File: src/sv/irt_pkg.sv
// Shared types and codes for the impairment rule table.
`default_nettype none
package irt_pkg;

  // Request codes
  localparam logic [1:0] REQ_ADD     = 2'd0;
  localparam logic [1:0] REQ_REMOVE  = 2'd1;
  localparam logic [1:0] REQ_CLEAR   = 2'd2;
  localparam logic [1:0] REQ_COMPOSE = 2'd3;

  // Status codes
  localparam logic [1:0] ST_OK        = 2'd0;
  localparam logic [1:0] ST_EXISTS    = 2'd1;
  localparam logic [1:0] ST_FULL      = 2'd2;
  localparam logic [1:0] ST_NOT_FOUND = 2'd3;

  // Rule directions
  localparam logic [1:0] DIR_BOTH = 2'd0;
  localparam logic [1:0] DIR_UP   = 2'd1;
  localparam logic [1:0] DIR_DOWN = 2'd2;

  // Rule kinds
  localparam logic [3:0] KIND_LATENCY   = 4'd0;
  localparam logic [3:0] KIND_JITTER    = 4'd1;
  localparam logic [3:0] KIND_SLOWCLOSE = 4'd2;
  localparam logic [3:0] KIND_CHUNK     = 4'd3;
  localparam logic [3:0] KIND_RATE      = 4'd4;
  localparam logic [3:0] KIND_DRIP      = 4'd5;
  localparam logic [3:0] KIND_LOSSY     = 4'd6;
  localparam logic [3:0] KIND_CORRUPT   = 4'd7;
  localparam logic [3:0] KIND_DUP       = 4'd8;
  localparam logic [3:0] KIND_REORDER   = 4'd9;
  localparam logic [3:0] KIND_TRUNCATE  = 4'd10;

  // Lever indexes
  localparam logic [3:0] LEV_LATENCY     = 4'd0;
  localparam logic [3:0] LEV_JITTER      = 4'd1;
  localparam logic [3:0] LEV_SLOWCLOSE   = 4'd2;
  localparam logic [3:0] LEV_CHUNK       = 4'd3;
  localparam logic [3:0] LEV_RATE        = 4'd4;
  localparam logic [3:0] LEV_DRIP_BYTES  = 4'd5;
  localparam logic [3:0] LEV_DRIP_MS     = 4'd6;
  localparam logic [3:0] LEV_LOSSY       = 4'd7;
  localparam logic [3:0] LEV_CORRUPT     = 4'd8;
  localparam logic [3:0] LEV_DUP         = 4'd9;
  localparam logic [3:0] LEV_REORDER     = 4'd10;
  localparam logic [3:0] LEV_REORDER_MS  = 4'd11;
  localparam logic [3:0] LEV_TRUNCATE    = 4'd12;

  localparam logic [31:0] PPM_LIMIT = 32'd1000000;

  typedef struct packed {
    logic [63:0] key;
    logic [3:0]  kind;
    logic [1:0]  dir;
    logic [31:0] primary;
    logic [31:0] secondary;
  } rule_t;

endpackage
`default_nettype wire

File: src/sv/irt_req_if.sv
// Request channel of the impairment rule table.
`default_nettype none
interface irt_req_if;
  logic        valid;
  logic        ready;
  logic [1:0]  req_type;
  logic [63:0] entry_key;
  logic [3:0]  toxic_kind;
  logic [1:0]  entry_dir;
  logic [31:0] value_a;
  logic [31:0] value_b;
  logic        query_down;
  logic [3:0]  lever_index;
  logic [31:0] base_value;

  modport source (
    output valid, req_type, entry_key, toxic_kind, entry_dir, value_a, value_b,
           query_down, lever_index, base_value,
    input  ready
  );
  modport sink (
    input  valid, req_type, entry_key, toxic_kind, entry_dir, value_a, value_b,
           query_down, lever_index, base_value,
    output ready
  );
endinterface
`default_nettype wire

File: src/sv/irt_rsp_if.sv
// Result channel of the impairment rule table.
`default_nettype none
interface irt_rsp_if;
  logic        valid;
  logic        ready;
  logic [1:0]  status;
  logic [31:0] lever_value;

  modport source (output valid, status, lever_value, input ready);
  modport sink   (input valid, status, lever_value, output ready);
endinterface
`default_nettype wire

File: src/sv/impairment_rule_table.sv
// Add, remove and compose scan the table in order; add and remove stop at a matching key.
// The scan reads one table entry per cycle through the single read port.
// Remove then shifts each later entry down, with a read state then a write state per entry;
// clear skips the scan and goes straight to the done state.
// One request at a time; the next is taken the cycle after the result is registered.
// Reset empties the table at once (rule count to zero); no clearing pass.
`default_nettype none
module impairment_rule_table
  import irt_pkg::*;
#(
  parameter int MAX_RULES = 16
) (
  input  wire logic clk,
  input  wire logic rst,
  irt_req_if.sink   req,
  irt_rsp_if.source rsp
);

  localparam int CNT_W = $clog2(MAX_RULES + 1);
  localparam int IDX_W = (MAX_RULES > 1) ? $clog2(MAX_RULES) : 1;

  localparam logic [2:0] S_IDLE = 3'd0;
  localparam logic [2:0] S_SCAN = 3'd1;
  localparam logic [2:0] S_SHRD = 3'd2;
  localparam logic [2:0] S_SHWR = 3'd3;
  localparam logic [2:0] S_DONE = 3'd4;

  logic [2:0]       state;
  logic [CNT_W-1:0] rule_count;
  logic [CNT_W-1:0] rd_idx;
  logic [CNT_W-1:0] sh_idx;
  logic [IDX_W-1:0] data_idx;
  logic             pend;
  logic [1:0]       req_type_q;
  logic             down_q;
  logic [3:0]       lever_q;
  logic [31:0]      acc;
  rule_t            new_rule;
  logic [1:0]       res_status;

  logic             out_valid;
  logic [1:0]       out_status;
  logic [31:0]      out_lever;
  logic             out_load;

  rule_t            mem [MAX_RULES];
  rule_t            rd_data;
  logic [IDX_W-1:0] rd_addr;
  logic             mem_we;
  logic [IDX_W-1:0] mem_wa;
  rule_t            mem_wd;

  logic             accept;
  logic             issue;
  logic             key_hit;
  logic             scan_end;
  logic             table_full;
  logic [CNT_W-1:0] sh_next;
  logic [31:0]      fold_acc;
  logic [31:0]      acc_clamped;
  logic             ppm_lever;

  assign accept     = req.valid && req.ready;
  assign req.ready  = (state == S_IDLE);
  assign issue      = (state == S_SCAN) && (rd_idx < rule_count);
  assign key_hit    = pend && (rd_data.key == new_rule.key) &&
                      (req_type_q == REQ_ADD || req_type_q == REQ_REMOVE);
  assign scan_end   = (state == S_SCAN) && !issue && !pend;
  assign table_full = (rule_count == CNT_W'(MAX_RULES));
  assign sh_next    = sh_idx + CNT_W'(1);
  assign ppm_lever  = (lever_q == LEV_LOSSY) || (lever_q == LEV_CORRUPT) ||
                      (lever_q == LEV_DUP) || (lever_q == LEV_REORDER);
  assign acc_clamped = (ppm_lever && acc > PPM_LIMIT) ? PPM_LIMIT : acc;
  assign out_load   = (state == S_DONE) && (!out_valid || rsp.ready);

  assign rd_addr = (state == S_SHRD) ? sh_next[IDX_W-1:0] : rd_idx[IDX_W-1:0];
  assign mem_we  = (state == S_SHWR) ||
                   (scan_end && req_type_q == REQ_ADD && !table_full);
  assign mem_wa  = (state == S_SHWR) ? sh_idx[IDX_W-1:0] : rule_count[IDX_W-1:0];
  assign mem_wd  = (state == S_SHWR) ? rd_data : new_rule;

  irt_fold u_fold (
    .lever      (lever_q),
    .query_down (down_q),
    .entry      (rd_data),
    .acc        (acc),
    .acc_next   (fold_acc)
  );

  always_ff @(posedge clk) begin
    if (mem_we) begin
      mem[mem_wa] <= mem_wd;
    end
    rd_data <= mem[rd_addr];
  end

  always_ff @(posedge clk) begin
    if (rst) begin
      state      <= S_IDLE;
      rule_count <= '0;
      pend       <= 1'b0;
      out_valid  <= 1'b0;
    end else begin
      if (out_load) begin
        out_valid <= 1'b1;
      end else if (rsp.ready) begin
        out_valid <= 1'b0;
      end
      unique case (state)
        S_IDLE: begin
          if (accept) begin
            req_type_q         <= req.req_type;
            new_rule.key       <= req.entry_key;
            new_rule.kind      <= req.toxic_kind;
            new_rule.dir       <= req.entry_dir;
            new_rule.primary   <= req.value_a;
            new_rule.secondary <= req.value_b;
            down_q             <= req.query_down;
            lever_q            <= req.lever_index;
            acc                <= req.base_value;
            rd_idx             <= '0;
            pend               <= 1'b0;
            res_status         <= ST_OK;
            if (req.req_type == REQ_CLEAR) begin
              rule_count <= '0;
              state      <= S_DONE;
            end else begin
              state <= S_SCAN;
            end
          end
        end
        S_SCAN: begin
          if (pend && req_type_q == REQ_COMPOSE) begin
            acc <= fold_acc;
          end
          if (key_hit && req_type_q == REQ_ADD) begin
            res_status <= ST_EXISTS;
            pend       <= 1'b0;
            state      <= S_DONE;
          end else if (key_hit) begin
            // close the gap left by the removed entry
            sh_idx <= CNT_W'(data_idx);
            pend   <= 1'b0;
            state  <= S_SHRD;
          end else if (scan_end) begin
            priority case (req_type_q)
              REQ_ADD: begin
                if (table_full) begin
                  res_status <= ST_FULL;
                end else begin
                  rule_count <= rule_count + CNT_W'(1);
                end
              end
              REQ_REMOVE: res_status <= ST_NOT_FOUND;
              default:    acc        <= acc_clamped;
            endcase
            state <= S_DONE;
          end else begin
            pend     <= issue;
            rd_idx   <= rd_idx + CNT_W'(issue);
            data_idx <= rd_idx[IDX_W-1:0];
          end
        end
        S_SHRD: begin
          if (sh_next < rule_count) begin
            state <= S_SHWR;
          end else begin
            rule_count <= rule_count - CNT_W'(1);
            state      <= S_DONE;
          end
        end
        S_SHWR: begin
          sh_idx <= sh_next;
          state  <= S_SHRD;
        end
        S_DONE: begin
          // hold until the output register is free
          if (out_load) begin
            out_status <= res_status;
            out_lever  <= (req_type_q == REQ_COMPOSE) ? acc : 32'd0;
            state      <= S_IDLE;
          end
        end
        default: state <= S_IDLE;
      endcase
    end
  end

  assign rsp.valid       = out_valid;
  assign rsp.status      = out_status;
  assign rsp.lever_value = out_lever;

  a_count_bound: assert property (@(posedge clk) disable iff (rst)
    rule_count <= CNT_W'(MAX_RULES))
    else $error("rule count beyond table depth");

  a_count_step: assert property (@(posedge clk) disable iff (rst)
    rule_count != $past(rule_count) |->
      (rule_count == $past(rule_count) + CNT_W'(1)) ||
      (rule_count == $past(rule_count) - CNT_W'(1)) || (rule_count == '0))
    else $error("rule count moved by more than one entry");

  a_clear_empties: assert property (@(posedge clk) disable iff (rst)
    accept && req.req_type == REQ_CLEAR |=> rule_count == '0)
    else $error("clear request left entries in the table");

  a_scan_bound: assert property (@(posedge clk) disable iff (rst)
    state == S_SCAN |-> rd_idx <= rule_count)
    else $error("scan ran past the last entry");

endmodule
`default_nettype wire

File: src/sv/irt_fold.sv
// Fold unit: merges one rule into the running lever value.
`default_nettype none
module irt_fold
  import irt_pkg::*;
(
  input  wire logic [3:0]  lever,
  input  wire logic        query_down,
  input  rule_t            entry,
  input  wire logic [31:0] acc,
  output logic      [31:0] acc_next
);

  localparam logic [2:0] OP_NONE   = 3'd0;
  localparam logic [2:0] OP_SUM_A  = 3'd1;
  localparam logic [2:0] OP_SUM_B  = 3'd2;
  localparam logic [2:0] OP_MIN_A  = 3'd3;
  localparam logic [2:0] OP_LAST_B = 3'd4;

  logic [2:0]  op;
  logic [3:0]  want_kind;
  logic        dir_ok;
  logic        apply;
  logic [31:0] operand;
  logic [32:0] sum;

  always_comb begin
    op        = OP_NONE;
    want_kind = KIND_LATENCY;
    unique case (lever)
      LEV_LATENCY:    begin op = OP_SUM_A;  want_kind = KIND_LATENCY;   end
      LEV_JITTER:     begin op = OP_SUM_A;  want_kind = KIND_JITTER;    end
      LEV_SLOWCLOSE:  begin op = OP_SUM_A;  want_kind = KIND_SLOWCLOSE; end
      LEV_CHUNK:      begin op = OP_MIN_A;  want_kind = KIND_CHUNK;     end
      LEV_RATE:       begin op = OP_MIN_A;  want_kind = KIND_RATE;      end
      LEV_DRIP_BYTES: begin op = OP_MIN_A;  want_kind = KIND_DRIP;      end
      LEV_DRIP_MS:    begin op = OP_SUM_B;  want_kind = KIND_DRIP;      end
      LEV_LOSSY:      begin op = OP_SUM_A;  want_kind = KIND_LOSSY;     end
      LEV_CORRUPT:    begin op = OP_SUM_A;  want_kind = KIND_CORRUPT;   end
      LEV_DUP:        begin op = OP_SUM_A;  want_kind = KIND_DUP;       end
      LEV_REORDER:    begin op = OP_SUM_A;  want_kind = KIND_REORDER;   end
      LEV_REORDER_MS: begin op = OP_LAST_B; want_kind = KIND_REORDER;   end
      LEV_TRUNCATE:   begin op = OP_MIN_A;  want_kind = KIND_TRUNCATE;  end
      default:        begin op = OP_NONE;   want_kind = KIND_LATENCY;   end
    endcase
  end

  assign dir_ok = (entry.dir == DIR_BOTH) || (entry.dir == DIR_UP && !query_down) ||
                  (entry.dir == DIR_DOWN && query_down);
  assign apply   = dir_ok && (entry.kind == want_kind);
  assign operand = (op == OP_SUM_B || op == OP_LAST_B) ? entry.secondary : entry.primary;
  assign sum     = {1'b0, acc} + {1'b0, operand};

  always_comb begin
    acc_next = acc;
    if (apply) begin
      unique case (op)
        OP_SUM_A, OP_SUM_B: acc_next = sum[32] ? '1 : sum[31:0];
        OP_MIN_A:  acc_next = (operand != '0 && (acc == '0 || operand < acc)) ? operand : acc;
        OP_LAST_B: acc_next = (operand != '0) ? operand : acc;
        default:   acc_next = acc;
      endcase
    end
  end

endmodule
`default_nettype wire

File: src/flat_wrapper.sv
// flat-port wrapper written by rule: the top's interface ports become plain ports
module impairment_rule_table_flat import irt_pkg::*;
#(
  parameter int MAX_RULES = 16
)
  (clk, rst, req_valid, req_req_type, req_entry_key, req_toxic_kind, req_entry_dir, req_value_a, req_value_b, req_query_down, req_lever_index, req_base_value, req_ready, rsp_valid, rsp_status, rsp_lever_value, rsp_ready);
  irt_req_if req_i ();
  irt_rsp_if rsp_i ();
  input  wire logic clk;
  input  wire logic rst;
  input wire logic [$bits(req_i.valid)-1:0] req_valid;
  input wire logic [$bits(req_i.req_type)-1:0] req_req_type;
  input wire logic [$bits(req_i.entry_key)-1:0] req_entry_key;
  input wire logic [$bits(req_i.toxic_kind)-1:0] req_toxic_kind;
  input wire logic [$bits(req_i.entry_dir)-1:0] req_entry_dir;
  input wire logic [$bits(req_i.value_a)-1:0] req_value_a;
  input wire logic [$bits(req_i.value_b)-1:0] req_value_b;
  input wire logic [$bits(req_i.query_down)-1:0] req_query_down;
  input wire logic [$bits(req_i.lever_index)-1:0] req_lever_index;
  input wire logic [$bits(req_i.base_value)-1:0] req_base_value;
  output wire logic [$bits(req_i.ready)-1:0] req_ready;
  output wire logic [$bits(rsp_i.valid)-1:0] rsp_valid;
  output wire logic [$bits(rsp_i.status)-1:0] rsp_status;
  output wire logic [$bits(rsp_i.lever_value)-1:0] rsp_lever_value;
  input wire logic [$bits(rsp_i.ready)-1:0] rsp_ready;
  assign req_i.valid = req_valid;
  assign req_i.req_type = req_req_type;
  assign req_i.entry_key = req_entry_key;
  assign req_i.toxic_kind = req_toxic_kind;
  assign req_i.entry_dir = req_entry_dir;
  assign req_i.value_a = req_value_a;
  assign req_i.value_b = req_value_b;
  assign req_i.query_down = req_query_down;
  assign req_i.lever_index = req_lever_index;
  assign req_i.base_value = req_base_value;
  assign req_ready = req_i.ready;
  assign rsp_valid = rsp_i.valid;
  assign rsp_status = rsp_i.status;
  assign rsp_lever_value = rsp_i.lever_value;
  assign rsp_i.ready = rsp_ready;
  impairment_rule_table #(.MAX_RULES(MAX_RULES)) u_core (.clk(clk), .rst(rst), .req(req_i), .rsp(rsp_i));
endmodule
File: config.mk
export PLATFORM = sky130hd
export DESIGN_NAME = impairment_rule_table_flat
export DESIGN_NICKNAME = d
export VERILOG_FILES = /design/src/sv/irt_pkg.sv /design/src/sv/irt_req_if.sv /design/src/sv/irt_rsp_if.sv /design/src/sv/impairment_rule_table.sv /design/src/sv/irt_fold.sv /design/src/flat_wrapper.sv
export SDC_FILE = /design/constraint.sdc
export NUM_CORES = 2
export LEC_CHECK = 0
export ABC_CLOCK_PERIOD_IN_PS = 10100
export BUFFER_PORTS_ARGS = -buffer_cell sky130_fd_sc_hd__buf_4
export CAP_MARGIN = 20
export CORE_MARGIN = 5
export CORE_UTILIZATION = 55
export CTS_CLUSTER_DIAMETER = 100
export DETAILED_ROUTE_END_ITERATION = 12
export GPL_TIMING_DRIVEN = 0
export HOLD_SLACK_MARGIN = 0.06
export PLACE_DENSITY = 0.74
export SETUP_SLACK_MARGIN = 0.4
export SYNTH_ARGS = -nofsm -noshare
export SYNTH_HDL_FRONTEND = slang
export SYNTH_SLANG_ARGS = --single-unit
export TNS_END_PERCENT = 30
File: constraint.sdc
create_clock -name clk -period 10.1 [get_ports clk]
set_clock_uncertainty 0.05 [all_clocks]
set_input_delay 1.515 -clock clk [delete_from_list [all_inputs] [get_ports clk]]
set_output_delay 1.515 -clock clk [all_outputs]
set_load 0.01 [all_outputs]
==> impl_metrics.sql <==
INSERT INTO impl_metrics (metric_group, metric, value, unit) VALUES
('pwr', 'net-switching-power', '0.009483', 'W'),
('floorplanning', 'cell_rows', '158', ''),
('yosys', 'synth-main-ff-cell', 'edfxtp_1', ''),
('route', 'routed_wire_length_per_instance', '27.18', 'um'),
('place', 'routability_driven_placement_congestion_ratio', '0.9388', ''),
('route', 'post_drt_via_cell_ratio', '6.268', ''),
('run', 'max_cap_violations', '0', ''),
('pwr', 'clkPwrFrac', '31.7', '%'),
('timing', 'setup_total_negative_slack', '0', 'ns'),
('pwr', 'power.density', '244.3', 'mW/mm2'),
('critical_path', 'required', '10.67', 'ns'),
('grt', 'number_of_antenna_violations_at_the_first_check_in_global_routing', '16', ''),
('pwr', 'finalPower', '0.02870', 'W'),
('grt', 'grt_max_degree', '34', ''),
('yosys', 'yosysUniqueCellTypes', '75', ''),
('critical_path', 'worstSetupEndpointType', 'flop', ''),
('critical_path', 'cp-startpoint', 'u_core.u_fold.op[2]', ''),
('critical_path', 'worst-setup-path-type', 'reg2reg', ''),
('route', 'final_antenna_net_count', '0', ''),
('place', 'pre_cts_slack', '4.007', 'ns'),
('timing', 'fmax', '0.1557', 'GHz'),
('timing', 'worstMarginPinSlew', '1.215', 'ns'),
('clock_tree', 'postCtsSetupBuffers', '0', ''),
('clock_tree', 'clk_transition_reported_paths', '0.06', 'ns'),
('yosys', 'synthDominantCellAreaShare', '69.55', '%'),
('floorplanning', 'die-height', '441.1', 'um'),
('floorplanning', 'ioPinCount', '213', ''),
('yosys', 'synth.yosys.warnings', '0', ''),
('pwr', 'cell_leakage_power', '41.77', 'nW'),
('yosys', 'cell_type_with_the_largest_total_area_after_synthesis', 'edfxtp_1', ''),
('clock_tree', 'htreeDepth', '4', ''),
('grt', 'grtUsageTotal', '31.16', '%'),
('critical_path', 'r2r_start', 'u_core.u_fold.op[2]', ''),
('critical_path', 'cp_data_arrival_time', '6.99', 'ns'),
('clock_tree', 'postCtsHoldBufs', '0', ''),
('pwr', 'netSwitchingFraction', '33.03', '%'),
('critical_path', 'worst_setup_path_start_kind', 'flop', ''),
('floorplanning', 'starting_density_of_the_core', '55.23', '%'),
('route', 'dr.pass1.iters', '6', ''),
('clock_tree', 'cts.path.max_buffers', '3', ''),
('route', 'wirelength', '308800', 'um'),
('finish', 'syn_to_final_growth', '14.99', '%'),
('clock_tree', 'insertion_delay', '0.90', 'ns'),
('route', 'detail_route.drc_violations', '0', ''),
('critical_path', 'worst_r2r_endpoint', 'u_core.acc[4]', ''),
('yosys', 'syn-num-nets', '8350', ''),
('finish', 'multi_input_area', '0.02584', 'mm2'),
('yosys', 'synth-async-reset-ratio', '0', '%'),
('floorplanning', 'placeableCoreArea', '0.1850', 'mm2'),
('timing', 'final.period_utilization', '63.60', '%'),
('route', 'drt_iter0_markers', '10390', ''),
('clock_tree', 'cts_buffers', '240', ''),
('place', 'placed_cells_incl_taps', '10890', ''),
('pwr', 'worst_ir_drop_vdd', '0.0001823', 'V'),
('timing', 'report.final.setup_viol', '0', ''),
('place', 'final_hpwl_from_detailed_placement', '212600', 'um'),
('yosys', 'yosysSeqAreaShare', '72.51', '%'),
('critical_path', 'reg2regPathDepth', '16', ''),
('finish', 'drive_gt1_share', '9.892', '%'),
('timing', 'endpoints_failing_hold', '0', ''),
('run_status', 'run_status', 'finished, final reports clean', ''),
('floorplanning', 'die_area', '0.1945', 'mm2'),
('grt', 'first_global_vias', '68540', ''),
('pwr', 'power.sequential.fraction', '44.2', '%'),
('finish', 'seqCellArea', '0.07410', 'mm2'),
('timing', 'final-max-slew-violation-count', '0', ''),
('yosys', 'postSynthRegisterBits', '2518', ''),
('timing', 'worst_slack', '3.677', 'ns'),
('yosys', 'netlist_area', '0.1022', 'mm2'),
('route', 'vias', '71220', ''),
('yosys', 'yosys-top-cells-area', 'edfxtp_1, nand2_1, dfxtp_1', '');
[worst min path at each step]
| stage | startpoint | end | cells after the start | slack [ns] |
|---|---|---|---|---|
| finish | u_core.res_status[1] | u_core.rsp.status[1] | 0 | 0.37 |
| CTS | u_core.res_status[1] | u_core.rsp.status[1] | 0 | 0.37 |
| detailed placement | u_core.res_status[1] | u_core.rsp.status[1] | 0 | 0.35 |
| global route | u_core.res_status[1] | u_core.rsp.status[1] | 0 | 0.39 |
| floorplan | u_core.res_status[0] | u_core.rsp.status[0] | 0 | 0.35 |
| global placement | u_core.res_status[1] | u_core.rsp.status[1] | 0 | 0.35 |
[registers in the layout, summed over array words and instances, names as in the netlist, 5 cells and up]
register and flops:
u_core.new_rule 134, u_core.sh_idx 5, u_core.rule_count 5, u_core.rd_data 134, u_core.rsp.lever_value 32, u_core.mem 2144, u_core.rd_idx 5, u_core.acc 32
[metrics by stage]
stage	area, um2	utilization [%]
after global routing	117500	63.49
final	117500	63.51
after global placement	106900	57.77
after CTS	117500	63.49
after detailed placement	109400	59.14
after floorplan	102200	-
[layout by cell type, fill, tap and decap left out, types with 21 or more instances in the layout]
master     instances
nor4_1            42
nand4_1           23
ha_1              91
buf_2             87
xnor2_1           50
clkbuf_1         441
mux2_2            36
buf_12            75
clkinv_1          35
inv_1             88
buf_16            22
clkinv_2          47
a21oi_1          217
dfxtp_1          151
o21ai_0           60
a211oi_1         139
clkbuf_8          26
and3_1           440
nand2_1         2591
clkbuf_16        240
a31oi_1          282
xor2_1            45
nand3_1          281
buf_4            219
buf_1             28
nor2_1           111
bufinv_16         21
edfxtp_1        2367
a311oi_1         273
[area by class of cell]
class / count / share of cell area (%)
flip-flops and latches: 2518 / 63.05
repair buffers: 332 / 3.373
inverters: 88 / 0.2811
well taps: 2480 / 2.640
plain buffers: 523 / 1.793
diodes: 16 / 0.03407
clock buffers: 317 / 5.578
clock inverters: 137 / 1.262
multi-input cells: 4951 / 21.98
[critical path, stage by stage (launching register included)]
cell      delay (ns)
dfxtp_1         0.29
buf_2           0.15
xnor2_1         0.22
nor2_1          0.42
buf_2           0.35
buf_1           0.58
mux2i_1         0.58
inv_1           0.18
ha_1            0.44
o21bai_1        0.16
a21oi_1         0.11
o41ai_1         0.59
o22ai_1         0.24
a211oi_1        0.99
nand2_1         0.25
a222oi_1        0.39
o211ai_1        0.14
[synth_stat cells (all sizes together) (5+ instances only)]
cell type	instances
nand2	2592
edfxtp	2367
and3	441
clkbuf	408
a31oi	283
nand3	281
a311oi	273
a21oi	219
dfxtp	151
a211oi	139
nor2	130
buf	115
ha	91
inv	88
o21ai	72
xnor2	50
xor2	45
nor4	42
mux2	36
nand4	23
nor3	19
a221oi	17
o211ai	17
o31ai	14
a21o	13
o22ai	13
nor2b	12
mux2i	11
nand2b	11
a22oi	9
o21bai	9
and2	8
a32oi	7
a222oi	6
o21a	6
or2	6
a211o	5
or4	5
[cell families (layout without fill, tap and decap cells)]
family	Yosys count	count (layout)	share of synthesized area (%)
buffers and inverters	611	1397	2.363
other	0	16	0
AND/OR/NAND/NOR	3584	3584	14.97
adder cells (fa/ha/maj)	93	93	1.153
AO/OA/AOI/OAI	1132	1132	7.692
flip-flops	2518	2518	72.51
multiplexers	47	47	0.5044
XOR/XNOR	95	95	0.8142
[per-layer routing]
metal | global-route usage (%) | routed length, um | share of wire, %
met1 | 41.25 | 110100 | 36
met2 | 48.20 | 140600 | 46
met3 | 6.948 | 38370 | 12
met4 | 17.29 | 19650 | 6.4
met5 | 0 | 30 | 0.0097
[power by group through the flow]
stage / Combinational [W] / Clock, W / Sequential [W]
floorplan: 0.00407 / 0 / 0.0125
global route: 0.00735 / 0.00958 / 0.0127
detailed placement: 0.00667 / 0 / 0.0128
finish: 0.00693 / 0.00910 / 0.0127
global placement: 0.00644 / 0 / 0.0129
CTS: 0.00673 / 0.00913 / 0.0126
Note: power is estimated with default switching activity, not from simulation.
